[src/sv/fxa_pkg.sv]
// package: command codes, constants and shared types for the q24.8 alu
package fxa_pkg;

  localparam int unsigned DataW = 32;
  localparam int unsigned CmdW  = 4;

  typedef enum logic [CmdW-1:0] {
    CMD_ADD  = 4'd0,
    CMD_SUB  = 4'd1,
    CMD_MUL  = 4'd2,
    CMD_DIV  = 4'd3,
    CMD_MIN  = 4'd4,
    CMD_MAX  = 4'd5,
    CMD_CMP  = 4'd6,
    CMD_INC  = 4'd7,
    CMD_DEC  = 4'd8,
    CMD_ITOF = 4'd9,
    CMD_FTOI = 4'd10
  } cmd_e;

  typedef struct packed {
    logic a_greater;
    logic a_less;
    logic a_equal;
  } cmp_flags_t;

endpackage

[src/sv/fxa_mul.sv]
// pipelined signed 32x32 multiplier: partial products of 16-bit halves, sum, shift
module fxa_mul
  import fxa_pkg::*;
#(
  parameter int unsigned FracBits = 8
) (
  input  logic                    clk_i,
  input  logic                    en_i,
  input  logic signed [DataW-1:0] a_i,
  input  logic signed [DataW-1:0] b_i,
  output logic [DataW-1:0]        prod_o
);
  localparam int unsigned HW = DataW / 2;

  // stage 1: four partial products, signed high halves
  logic signed [DataW:0]   ll_q, lh_q, hl_q, hh_q;
  logic signed [DataW:0]   ll_d, lh_d, hl_d, hh_d;
  logic signed [HW:0]      al, bl, ah, bh;
  assign al = $signed({1'b0, a_i[HW-1:0]});
  assign bl = $signed({1'b0, b_i[HW-1:0]});
  assign ah = $signed({a_i[DataW-1], a_i[DataW-1:HW]});
  assign bh = $signed({b_i[DataW-1], b_i[DataW-1:HW]});
  always_comb begin
    ll_d = (DataW+1)'(al * bl);
    lh_d = (DataW+1)'(al * bh);
    hl_d = (DataW+1)'(ah * bl);
    hh_d = (DataW+1)'(ah * bh);
  end

  // stage 2: combine and shift
  logic signed [2*DataW-1:0] full;
  assign full = (2*DataW)'(ll_q) + ((2*DataW)'(lh_q) <<< HW)
              + ((2*DataW)'(hl_q) <<< HW) + ((2*DataW)'(hh_q) <<< DataW);

  logic [DataW-1:0] prod_d, prod_q;
  logic [2*DataW-1:0] sh;
  assign sh     = full >>> FracBits;
  assign prod_d = sh[DataW-1:0];

  always_ff @(posedge clk_i) begin
    if (en_i) begin
      ll_q   <= ll_d;
      lh_q   <= lh_d;
      hl_q   <= hl_d;
      hh_q   <= hh_d;
      prod_q <= prod_d;
    end
  end
  assign prod_o = prod_q;
endmodule

[config.mk]
export PLATFORM = sky130hd
export DESIGN_NAME = fxa_mul
export DESIGN_NICKNAME = d
export VERILOG_FILES = /design/src/sv/fxa_pkg.sv /design/src/sv/fxa_mul.sv
export SDC_FILE = /design/constraint.sdc
export NUM_CORES = 2
export LEC_CHECK = 0
export BUFFER_PORTS_ARGS = -buffer_cell sky130_fd_sc_hd__buf_2
export CAP_MARGIN = 5
export CELL_PAD_IN_SITES_DETAIL_PLACEMENT = 1
export CELL_PAD_IN_SITES_GLOBAL_PLACEMENT = 1
export CORE_UTILIZATION = 40
export CTS_CLUSTER_SIZE = 24
export DETAILED_ROUTE_END_ITERATION = 12
export MAX_ROUTING_LAYER = met4
export PLACE_DENSITY = 0.78
export SYNTH_ARGS = -nofsm -noshare
export SYNTH_HDL_FRONTEND = slang
export SYNTH_SLANG_ARGS = --single-unit
[constraint.sdc]
create_clock -name clk_i -period 17.49 [get_ports clk_i]
set_clock_uncertainty 0.05 [all_clocks]
set_input_delay 1.749 -clock clk_i [delete_from_list [all_inputs] [get_ports clk_i]]
set_output_delay 1.749 -clock clk_i [all_outputs]
set_load 0.01 [all_outputs]
# After elaboration in Yosys (flattened, before gate mapping)
# Cells that the tools add are included.
# Widths: inputs -> output; s select.
# word_totals
ff_bits,120
in_bits,66
out_inout_bits,32
elab_cells,12
# classes
n_addsub,3
multipliers,4
# ops
op,n
$add 40x40->40,2
$add 33x40->40,1
$mul 16x16->32,1
$mul 16x17->24,1
$mul 17x16->24,1
$mul 16x16->8,1

# Longest topological paths before layout
# depth
ltp_word,3
depth_mapped,24
mapped_depth_nobuf,22

# Worst setup path before layout
# Ideal clock, no wire load.
# synth_timing
path_type,input to register
startpoint,input port a_i[13]
endpoint,"register ll_q[26], data pin"
setup_ps,258
t_arrival_ps,7180
required_ps,17182
path_slack_ps,10003
path_stages,22
path_buffers,3
path_cell_list,clkbuf_1 clkbuf_1 nand2_1 fa_1 fa_1 fa_1 inv_1 fa_1 fa_1 inv_1 fa_1 inv_1 ha_1 buf_4 a211oi_2 and3_1 a2111o_1 a21boi_2 a311oi_4 o221ai_2 a21oi_2 xnor2_1
# synth_via
elab_chain_len,1
# synth_rtl
element,line,rtl
start: declaration,fxa_mul.sv:9,"input logic signed [DataW-1:0] a_i,"
$mul 16x16->32,fxa_mul.sv:24,ll_d = (DataW+1)'(al * bl);
net ll_d[26],fxa_mul.sv:17,"logic signed [DataW:0] ll_d, lh_d, hl_d, hh_d;"
end signal: assignment,fxa_mul.sv:42,ll_q <= ll_d;
end: declaration,fxa_mul.sv:16,"logic signed [DataW:0] ll_q, lh_q, hl_q, hh_q;"
# The timed path passes the listed nets, and every way through them passes these cells.
# A chain may end at the register's enable or synchronous reset.

# Worst setup path after layout
# layout_timing
startpoint,input port b_i[1]
endpoint,"register ll_q[26], data pin"
# layout_via
elab_chain_len,1
# layout_rtl
element,line,rtl
start: declaration,fxa_mul.sv:10,"input logic signed [DataW-1:0] b_i,"
$mul 16x16->32,fxa_mul.sv:24,
net ll_d[26],fxa_mul.sv:17,
# The timed path passes the listed nets, and every way through them passes these cells.

==> impl_metrics.tcl <==
set metrics [dict create \
    status "completed" \
    grt_pass1_vias 23500 \
    netlist_area_mm2 0.0284 \
    ys.flop_type "edfxtp_1" \
    portBuffers 97 \
    crit_top_cell "fa_1" \
    start_util_pct 40.5 \
    crit_fanout 32 \
    antenna_found_initial 2 \
    endpoint_kind "flop" \
    drive_gt1_share_pct 4.65 \
    postRouteAntennaNets 0 \
    drt_iter0_markers 1178 \
    maxCapViolations 0 \
    grt_max_degree 63 \
    synth_cell_types 58 \
    drc 0 \
    clk_pin_slew_ns 0.09 \
    vias_per_cell 5.12 \
    path_cells "buf_2 -> nand2_1 -> fa_1 -> fa_1 -> fa_1 -> inv_1 -> fa_1 -> fa_1 -> inv_1 -> fa_1 -> inv_1 -> ha_1 -> a211oi_2 -> and3_1 -> a2111o_1 -> a21boi_2 -> a311oi_4 -> o221ai_2 -> a21oi_2 -> xnor2_1" \
    core_mm2 0.0701 \
    crit_slowest_cell "buf_2" \
    cts_buffers 9 \
    async_reset_ff_share_pct 0 \
    cp_top_family "adder cells" \
    crit_arrival_ns 7.86 \
    hold_violations 0 \
    cts.repair.resized 0 \
    insertion_delay_ns 0.37 \
    groute.usage.overall_pct 24.1 \
    syn-num-nets 3957 \
    vias 20200 \
    wl_um 79800 \
    synthCells 3022 \
    cts_root_buf "clkbuf_16" \
    syn2layout_area_growth_pct 5.52 \
    synth_edf_count 112 \
    cp.required_ns 17.57 \
    grt_pass1_wl_um 129000 \
    worstHoldStart "ll_q[9]$_DFFE_PP_" \
    cp.buffers_inverters 4 \
    period_minus_slack_ns 7.77 \
    die_x_um 269 \
    gp_congestion 0.914 \
    synth-seq-cells 112 \
    timing.final.crit_share_pct 44.4 \
    chipHeight_um 269 \
    crit_path_start_kind "input pin" \
    avgSynthCellArea_um2 9.40 \
    synth-seq-area-share_pct 11.8 \
    clock_path_buffers 2 \
    fin_tns_setup_ns 0 \
    synth_warnings 0 \
    slowest_delay_ns 0.64 \
    reg2reg_from "ll_q[17]$_DFFE_PP_" \
    finalMaxSlewViolations 0 \
    layout_common_cells "716 x inv_1, 567 x fa_1, 396 x nand2_1" \
    cts_max_level 3 \
    layout.cells.most_common "inv_1" \
    crit_start "b_i[1]" \
    cts_tree "built" \
    fin_nets 3941 \
    critPathKind "in -> reg" \
    max_freq_mhz 129 \
    first_pass_iters 5 \
    overflow 0 \
    rsz0062_at_grt "no" \
    hp-class "reg -> reg" \
    worstMarginPinSlew_ns 0.925 \
    rows 97 \
    ioPinCount 98 \
    setup_viol 0 \
    post_cts_buffers 0 \
    hold_buffers 0 \
    die_area_mm2 0.0721 \
    clock_sinks 112 \
    post_drt_wl_per_cell_um 20.2 \
    max_slew_margin_pct 38.3 \
    dp.final_hpwl_um 62200 \
]
-- metrics by stage --
stage / setup slack (ns) / hold WS [ns] / utilization [%] / instances / area, um2
floorplan: 10.00 / 0.350 / - / 3022 / 28400
global placement: 9.47 / 0.352 / 42.3 / 3935 / 29600
detailed placement: 9.33 / 0.356 / 42.3 / 3935 / 29600
CTS: 9.72 / 0.373 / 42.7 / 3951 / 30000
global route: 9.37 / 0.375 / 42.7 / 3951 / 30000
finish: 9.72 / 0.373 / 42.7 / 3952 / 30000
-- sequential cells by signal, indices dropped and copies added (netlist names) --
signal / count
prod_o: 32
hl_q: 24
lh_q: 24
ll_q: 24
hh_q: 8
-- final timing paths --
kind	end	slack [ns]	depth (start not counted)
worst min register to register	prod_o[1]$_DFFE_PP_	0.37	0
worst max-delay path	ll_q[26]$_DFFE_PP_	9.72	20
worst max register to register	prod_o[31]$_DFFE_PP_	13.93	12
worst min-delay path	prod_o[1]$_DFFE_PP_	0.37	0
-- logic make-up after synthesis --
| family | count (synthesis) | synth area share [%] |
|---|---|---|
| flip-flops | 112 | 11.8 |
| AO/OA/AOI/OAI | 179 | 4.26 |
| buffers and inverters | 850 | 11.2 |
| adder cells (fa/ha/maj) | 869 | 53.2 |
| XOR/XNOR | 128 | 3.95 |
| multiplexers | 1 | 0.0352 |
| AND/OR/NAND/NOR | 883 | 15.4 |
-- final cells by class --
type                    instances  area, um2
flip-flops and latches        112       3360
fillers                      8171      40200
repair buffers                107        563
clock inverters                 7        108
clock buffers                   9        225
inverters                     716       2690
well taps                     940       1180
diodes                          1       2.50
multi-input cells            2060      21900
-- routing by layer --
metal,part of all wire [%],global-route usage (%),vias up
met4,3.7,8.81,0
li1,-,-,8933
met2,49,40.6,612
met3,4.6,1.74,143
met1,43,30.6,10600
met5,0,-,-
-- Yosys cell counts (all sizes together) (9+ instances only) --
| cell | instances | share of area, % |
|---|---|---|
| nor2 | 48 | 0.63 |
| o21bai | 12 | 0.32 |
| inv | 716 | 9.5 |
| nand2 | 396 | 5.2 |
| clkbuf | 133 | 1.8 |
| nand2b | 14 | 0.31 |
| a21oi | 62 | 1.2 |
| fa | 567 | 40 |
| nor2b | 9 | 0.20 |
| a21o | 23 | 0.61 |
| nor3 | 16 | 0.28 |
| o21ai | 29 | 0.51 |
| xor2 | 25 | 0.77 |
| xnor2 | 103 | 3.2 |
| and2 | 363 | 8.0 |
| edfxtp | 112 | 12 |
| ha | 302 | 13 |
| nand3 | 10 | 0.18 |
Power is left out: the tool's default activity adds up to more than one toggle a clock period on the data nets, which glitch-free logic cannot reach.
