[src/sv/fxa_pkg.sv]
// package: command codes, constants and shared types for the q24.8 alu
package fxa_pkg;

  localparam int unsigned DataW = 32;
  localparam int unsigned CmdW  = 4;

  typedef enum logic [CmdW-1:0] {
    CMD_ADD  = 4'd0,
    CMD_SUB  = 4'd1,
    CMD_MUL  = 4'd2,
    CMD_DIV  = 4'd3,
    CMD_MIN  = 4'd4,
    CMD_MAX  = 4'd5,
    CMD_CMP  = 4'd6,
    CMD_INC  = 4'd7,
    CMD_DEC  = 4'd8,
    CMD_ITOF = 4'd9,
    CMD_FTOI = 4'd10
  } cmd_e;

  typedef struct packed {
    logic a_greater;
    logic a_less;
    logic a_equal;
  } cmp_flags_t;

endpackage

[src/sv/fxa_div.sv]
// pipelined restoring divider on magnitudes, several quotient bits per stage
module fxa_div
  import fxa_pkg::*;
#(
  parameter int unsigned FracBits = 8,
  parameter int unsigned Stages   = 8
) (
  input  logic             clk_i,
  input  logic             en_i,
  input  logic [DataW-1:0] a_i,
  input  logic [DataW-1:0] b_i,
  output logic [DataW-1:0] quot_o
);
  localparam int unsigned NW  = DataW + FracBits;       // numerator magnitude width
  localparam int unsigned BPS = (NW + Stages - 1) / Stages;
  localparam int unsigned TW  = BPS * Stages;

  logic        neg;
  logic [DataW-1:0] amag, bmag;
  assign neg  = a_i[DataW-1] ^ b_i[DataW-1];
  assign amag = a_i[DataW-1] ? DataW'(-a_i) : a_i;
  assign bmag = b_i[DataW-1] ? DataW'(-b_i) : b_i;

  // per stage: remainder, remaining numerator bits, divisor, sign
  logic [DataW:0]   rem_q [Stages+1];
  logic [TW-1:0]    num_q [Stages+1];
  logic [DataW-1:0] dvs_q [Stages+1];
  logic             neg_q [Stages+1];

  always_comb begin
    rem_q[0] = '0;
    num_q[0] = TW'({amag, {FracBits{1'b0}}});
    dvs_q[0] = bmag;
    neg_q[0] = neg;
  end

  for (genvar s = 0; s < Stages; s++) begin : g_stage
    logic [DataW:0]   r;
    logic [TW-1:0]    n;
    always_comb begin
      r = rem_q[s];
      n = num_q[s];
      for (int k = 0; k < BPS; k++) begin
        r = {r[DataW-1:0], n[TW-1]};
        n = {n[TW-2:0], 1'b0};
        if (r >= {1'b0, dvs_q[s]}) begin
          r    = r - {1'b0, dvs_q[s]};
          n[0] = 1'b1;
        end
      end
    end
    always_ff @(posedge clk_i) begin
      if (en_i) begin
        rem_q[s+1] <= r;
        num_q[s+1] <= n;
        dvs_q[s+1] <= dvs_q[s];
        neg_q[s+1] <= neg_q[s];
      end
    end
  end

  logic [DataW-1:0] q;
  assign q      = num_q[Stages][DataW-1:0];
  assign quot_o = neg_q[Stages] ? DataW'(-q) : q;
endmodule

[config.mk]
export PLATFORM = sky130hd
export DESIGN_NAME = fxa_div
export DESIGN_NICKNAME = d
export VERILOG_FILES = /design/src/sv/fxa_pkg.sv /design/src/sv/fxa_div.sv
export SDC_FILE = /design/constraint.sdc
export NUM_CORES = 2
export LEC_CHECK = 0
export BUFFER_PORTS_ARGS = -buffer_cell sky130_fd_sc_hd__clkbuf_2
export CAP_MARGIN = 30
export CORE_ASPECT_RATIO = 1.5
export CORE_MARGIN = 1.5
export CORE_UTILIZATION = 50
export CTS_CLUSTER_DIAMETER = 50
export CTS_CLUSTER_SIZE = 12
export DETAILED_ROUTE_END_ITERATION = 12
export PLACE_DENSITY = 0.64
export SLEW_MARGIN = 0
export SYNTH_ARGS = -nofsm -noshare
export SYNTH_HDL_FRONTEND = slang
export SYNTH_SLANG_ARGS = --single-unit
[constraint.sdc]
create_clock -name clk_i -period 28.3 [get_ports clk_i]
set_input_delay 1.415 -clock clk_i [delete_from_list [all_inputs] [get_ports clk_i]]
set_output_delay 1.415 -clock clk_i [all_outputs]
set_load 0.01 [all_outputs]
## Word level (Yosys, flattened, before mapping)

Index checks and enable logic that the tools add are counted.

| word-level totals | value |
|---|---|
| flip-flop bits (word level) | 707 |
| input bits | 66 |
| output and inout port bits | 32 |
| word-level logic and storage cells | 196 |

| cells by class | value |
|---|---|
| $add $sub $neg | 42 |
| order comparisons | 40 |
| multiplexer cells | 82 |
| bitwise operators | 1 |

Operators with widths:

| kind | number |
|---|---|
| 32-bit two-way mux | 42 |
| 33-bit by 32-bit greater-or-equal comparator with 1-bit output | 39 |
| 32-bit subtractor | 38 |
| 32-bit negation | 3 |
| 1-bit two-way mux | 40 |
| 1-bit by 32-bit greater-or-equal comparator with 1-bit output | 1 |
| 1-bit by 32-bit subtractor with 32-bit output | 1 |
| 1-bit XOR | 1 |

## Logic depth before layout (Yosys ltp)

| logic depth | value |
|---|---|
| depth after elaboration | 12 |
| gate-level depth with buffers | 86 |
| mapped depth without buffers | 79 |

## Least setup slack after synthesis

No wires, ideal clock.

| path | value |
|---|---|
| path kind | input to register |
| from | input a_i[9] |
| to | register rem_q[261] (netlist bit) (data pin) |
| library setup time | 260 ps |
| data arrival time | 18433 ps |
| required time | 28040 ps |
| setup slack | 9607 ps |
| cell stages on the path | 83 |
| buffers on the path | 8 |
| cells stage by stage | or4_1 > or3_1 > or3_1 > or3_1 > or3_1 > or3_1 > nand4bb_1 > ha_1 > inv_1 > clkbuf_1 > ha_1 > buf_1 > a21o_1 > nand4_1 > nor4_1 > nand4_1 > or4_4 > clkbuf_1 > (+47 left out) > buf_6 > mux2_2 > fa_1 > nor2b_1 > o21ai_0 > a21boi_0 > o21ai_0 > a21boi_0 > o21ai_0 > a311oi_1 > a2111oi_0 > nor3_1 > a21oi_1 > o21ai_0 > a311o_1 > a31oi_1 > xnor2_1 > mux2_2 |

| on the way | value |
|---|---|
| word-level cells in the longest chain between the ends | 12 |
| elaborated cells between the ends (all ways) | 17 |
| those cells by class | 6 x add/sub; 5 x order compare; 6 x mux |

RTL lines:

| what | RTL line | RTL |
|---|---|---|
| start, declared | fxa_div.sv:10 | `input logic [DataW-1:0] a_i,` |
| 32-bit negation * | fxa_div.sv:21 | `assign amag = a_i[DataW-1] ? DataW'(-a_i) : a_i;` |
| 32-bit two-way mux * | fxa_div.sv:21 |  |
| 1-bit by 32-bit subtractor with 32-bit output / 1-bit by 32-bit greater-or-equal comparator with 1-bit output (equally long branches) | fxa_div.sv:47, fxa_div.sv:46 |  |
| 32-bit two-way mux | fxa_div.sv:46 | `if (r >= {1'b0, dvs_q[s]}) begin` |
| 32-bit subtractor / 33-bit by 32-bit greater-or-equal comparator with 1-bit output (equally long branches) | fxa_div.sv:47, fxa_div.sv:46 |  |
| 32-bit two-way mux | fxa_div.sv:46 |  |
| 32-bit subtractor / 33-bit by 32-bit greater-or-equal comparator with 1-bit output (equally long branches) | fxa_div.sv:47, fxa_div.sv:46 |  |
| 32-bit two-way mux | fxa_div.sv:46 |  |
| 32-bit subtractor / 33-bit by 32-bit greater-or-equal comparator with 1-bit output (equally long branches) | fxa_div.sv:47, fxa_div.sv:46 |  |
| 32-bit two-way mux | fxa_div.sv:46 |  |
| 32-bit subtractor / 33-bit by 32-bit greater-or-equal comparator with 1-bit output (equally long branches) | fxa_div.sv:47, fxa_div.sv:46 |  |
| 32-bit two-way mux * | fxa_div.sv:46 |  |
| named net g_stage[0].r[30] | fxa_div.sv:38 | `logic [DataW:0] r;` |
| end signal, assigned by index | fxa_div.sv:54 | `rem_q[s+1] <= r;` |
| end, declared | fxa_div.sv:25 | `logic [DataW:0] rem_q [Stages+1];` |

The timed path passes the listed nets; every way through them passes the cells marked *.
A chain may end at the register's enable or synchronous reset.

## Final worst setup path

| path | value |
|---|---|
| from | input a_i[3] |
| to | register rem_q[261] (netlist bit) (data pin) |

Same word-level chain as after synthesis.

==> results.md <==
- Status: completed
- CP Capture Type: flip-flop
- Die H: 535 um
- Max Root-Sink Buffers: 3
- CP max FO: 32
- Setup TNS Final: 0 ns
- Syn-to-layout area delta: 7.02%
- Remaining Overflow, GRT: 0
- Synth Net Count: 12509
- CTS sink count: 662
- Synth Instances: 11163
- Gpl congestion: 0.980
- Clk_lat worst skew: 0.76 ns
- Unrepaired setup endpoints after global routing: false
- Root buffer cell: clkbuf_16
- CP startpoint kind: input port
- # DRC: 0
- Slew @ Worst Pin: 1.02 ns
- Seq/Total Area, Yosys: 0.211
- Worst EP required: 28.75 ns
- Hold WC Path Type: reg2reg
- Crit path kind: in2reg
- Max_cap viols: 0
- Worst path arrival time: 22.54 ns
- First-pass GRT wire length: 489000 um
- Setup-failing EPs final: 0
- Post-CTS sizing: 0
- Pins Over Slew Limit: 0
- H-tree depth: 3
- Full die area: 0.191 sq mm
- Cts bufs inserted: 93
- Most common cell after layout, fill and taps aside: ha_1
- Max Clk Rate: 0.0453 GHz
- Synth async-reset ratio: 0
- Critical-path top delay cell: or4_4
- Clock transition at path regs: 0.06 ns
- DP HPWL: 270000 um
- Vias per std cell: 6.27
- Largest net degree at the start of global routing: 92
- Hold_buf cts: 0
- Mapped Area: 0.0943 sq mm
- Rows: 195
- Core ar.: 0.188 sq mm
- Layout cells sized above 1: 0.0987
- Most frequent cells in the layout: ha_1, a21oi_1, nor2_1, xnor2_1, o21ai_0
- Synth Flop Type: edfxtp_1
- Number of global-route vias before repair: 84371
- Cell mode on critical path: o21ai_0
- Post-Syn Area per Cell: 8.45 sq um
- DR WL/cell: 24.0 um
- Slew HR: 0.318
- DRT antenna net count: 0
- EDFF count, synth: 662
- DR vias: 86126
- Io pins: 98
- Fillcell total: 17698
- Initial antenna violation count: 8
- Max incr delay on CP: 0.76 ns
- Die Wd: 358 um
- Final Hold Vio Count: 0
- Yosys cell types: 98
- Min Clock Period, post-route: 22.09 ns
- Clk_skew: 0.0711 ns
- Routed WL: 329000 um
- Initial DRC Count: 5881
- Ys Warns: 0
- Nets@finish: 12561
- I/O Buffers: 97
- GRT Util Overall: 0.333
- TritonRoute pass-1 iters: 6
- Final period util: 0.780
- Register bit total from synthesis: 662
- TritonCTS clock tree: built
- Postcts setup bufs: 0
- Initial core utilization: 0.502
-- cells by family (layout without fill, tap and decap cells) --
kind of cell             Yosys count  in the layout  share of synthesized area
other                              0              2                          0
adder cells (fa/ha/maj)         1280           1280                      0.172
XOR/XNOR                        1075           1075                     0.0998
buffers and inverters            946           1054                     0.0384
AO/OA/AOI/OAI                   3564           3564                      0.241
flip-flops                       662            662                      0.211
multiplexers                     741            741                     0.0883
AND/OR/NAND/NOR                 2895           2895                      0.150
-- critical path: cells and delay by family --
| kind | cells | cell delay [ns] |
|---|---|---|
| compound gates | 39 | 9.15 |
| fa+ha+maj | 6 | 1.82 |
| mux | 5 | 2.18 |
| simple gates | 23 | 6.37 |
| buf+inv | 6 | 1.41 |
| xor+xnor | 1 | 0.14 |
-- final cells by class --
class | count | area, sq um | share of cell area
flip-flops and latches | 662 | 19900 | 0.197
clock inverters | 53 | 604 | 0.00599
clock buffers | 98 | 2350 | 0.0232
inverters | 711 | 2670 | 0.0264
repair buffers | 192 | 1280 | 0.0127
well taps | 2462 | 3080 | 0.0305
multi-input cells | 9555 | 71100 | 0.704
diodes | 2 | 5.00 | 0.0000496
-- path summary, 6_finish.rpt --
path,from,slack (ns),endpoint,cells after the start
worst max register to register,dvs_q[97],6.33,rem_q[72],73
worst min-delay path,g_stage[3].n[39],0.39,num_q[199],0
worst max-delay path,a_i[3],6.21,rem_q[261],80
worst min register to register,g_stage[3].n[39],0.39,num_q[199],0
-- through the flow --
step	setup slack [ns]	hold WS, ns	area, sq um	util	std cells
after floorplan	9.61	0.400	94300	-	11163
after global placement	5.87	0.401	97900	0.521	13576
after detailed placement	5.75	0.405	97900	0.521	13579
after CTS	6.48	0.389	101000	0.537	13730
after global routing	4.83	0.402	101000	0.537	13734
final	6.21	0.387	101000	0.537	13735
-- cells in the mapped netlist, types with 33 or more instances --
cell type | number | area (sq um)
or3_1 | 88 | 551
and3_1 | 93 | 582
edfxtp_1 | 662 | 19900
clkbuf_1 | 186 | 698
nand2b_1 | 178 | 1110
a21o_1 | 570 | 4280
xor2_1 | 329 | 2880
nor3_1 | 186 | 931
o211ai_1 | 45 | 338
nand3_1 | 231 | 1160
a211oi_1 | 90 | 676
or2_2 | 55 | 344
a21oi_1 | 1104 | 5530
inv_1 | 703 | 2640
xnor2_1 | 746 | 6530
nor2b_1 | 194 | 1210
and2_1 | 41 | 257
and4_1 | 34 | 298
nor2_1 | 775 | 2910
ha_1 | 1247 | 15600
o31ai_1 | 88 | 661
mux2_2 | 599 | 6750
nand4_1 | 175 | 1090
fa_1 | 33 | 661
a31oi_1 | 94 | 588
o21a_1 | 180 | 1350
nor4_1 | 55 | 344
nand2_1 | 710 | 2670
o21bai_1 | 174 | 1310
a21boi_0 | 63 | 473
o221ai_1 | 50 | 438
mux2i_1 | 111 | 1110
o21ai_0 | 730 | 3650
-- state kept, by name (all words and copies together) (netlist names) --
| signal | count |
|---|---|
| rem_q | 224 |
| num_q | 59 |
| dvs_q | 224 |
| neg_q | 8 |
| g_stage.n | 147 |
-- metal layers --
layer	track usage	share of wire	up-vias
met5	0	0.00014	-
met4	0.252	0.089	6
met3	0.0356	0.044	1077
met2	0.598	0.50	2623
met1	0.355	0.37	40701
li1	-	-	41719
Power is left out: the tool's default activity adds up to more than one toggle a clock period on the data nets, which glitch-free logic cannot reach.
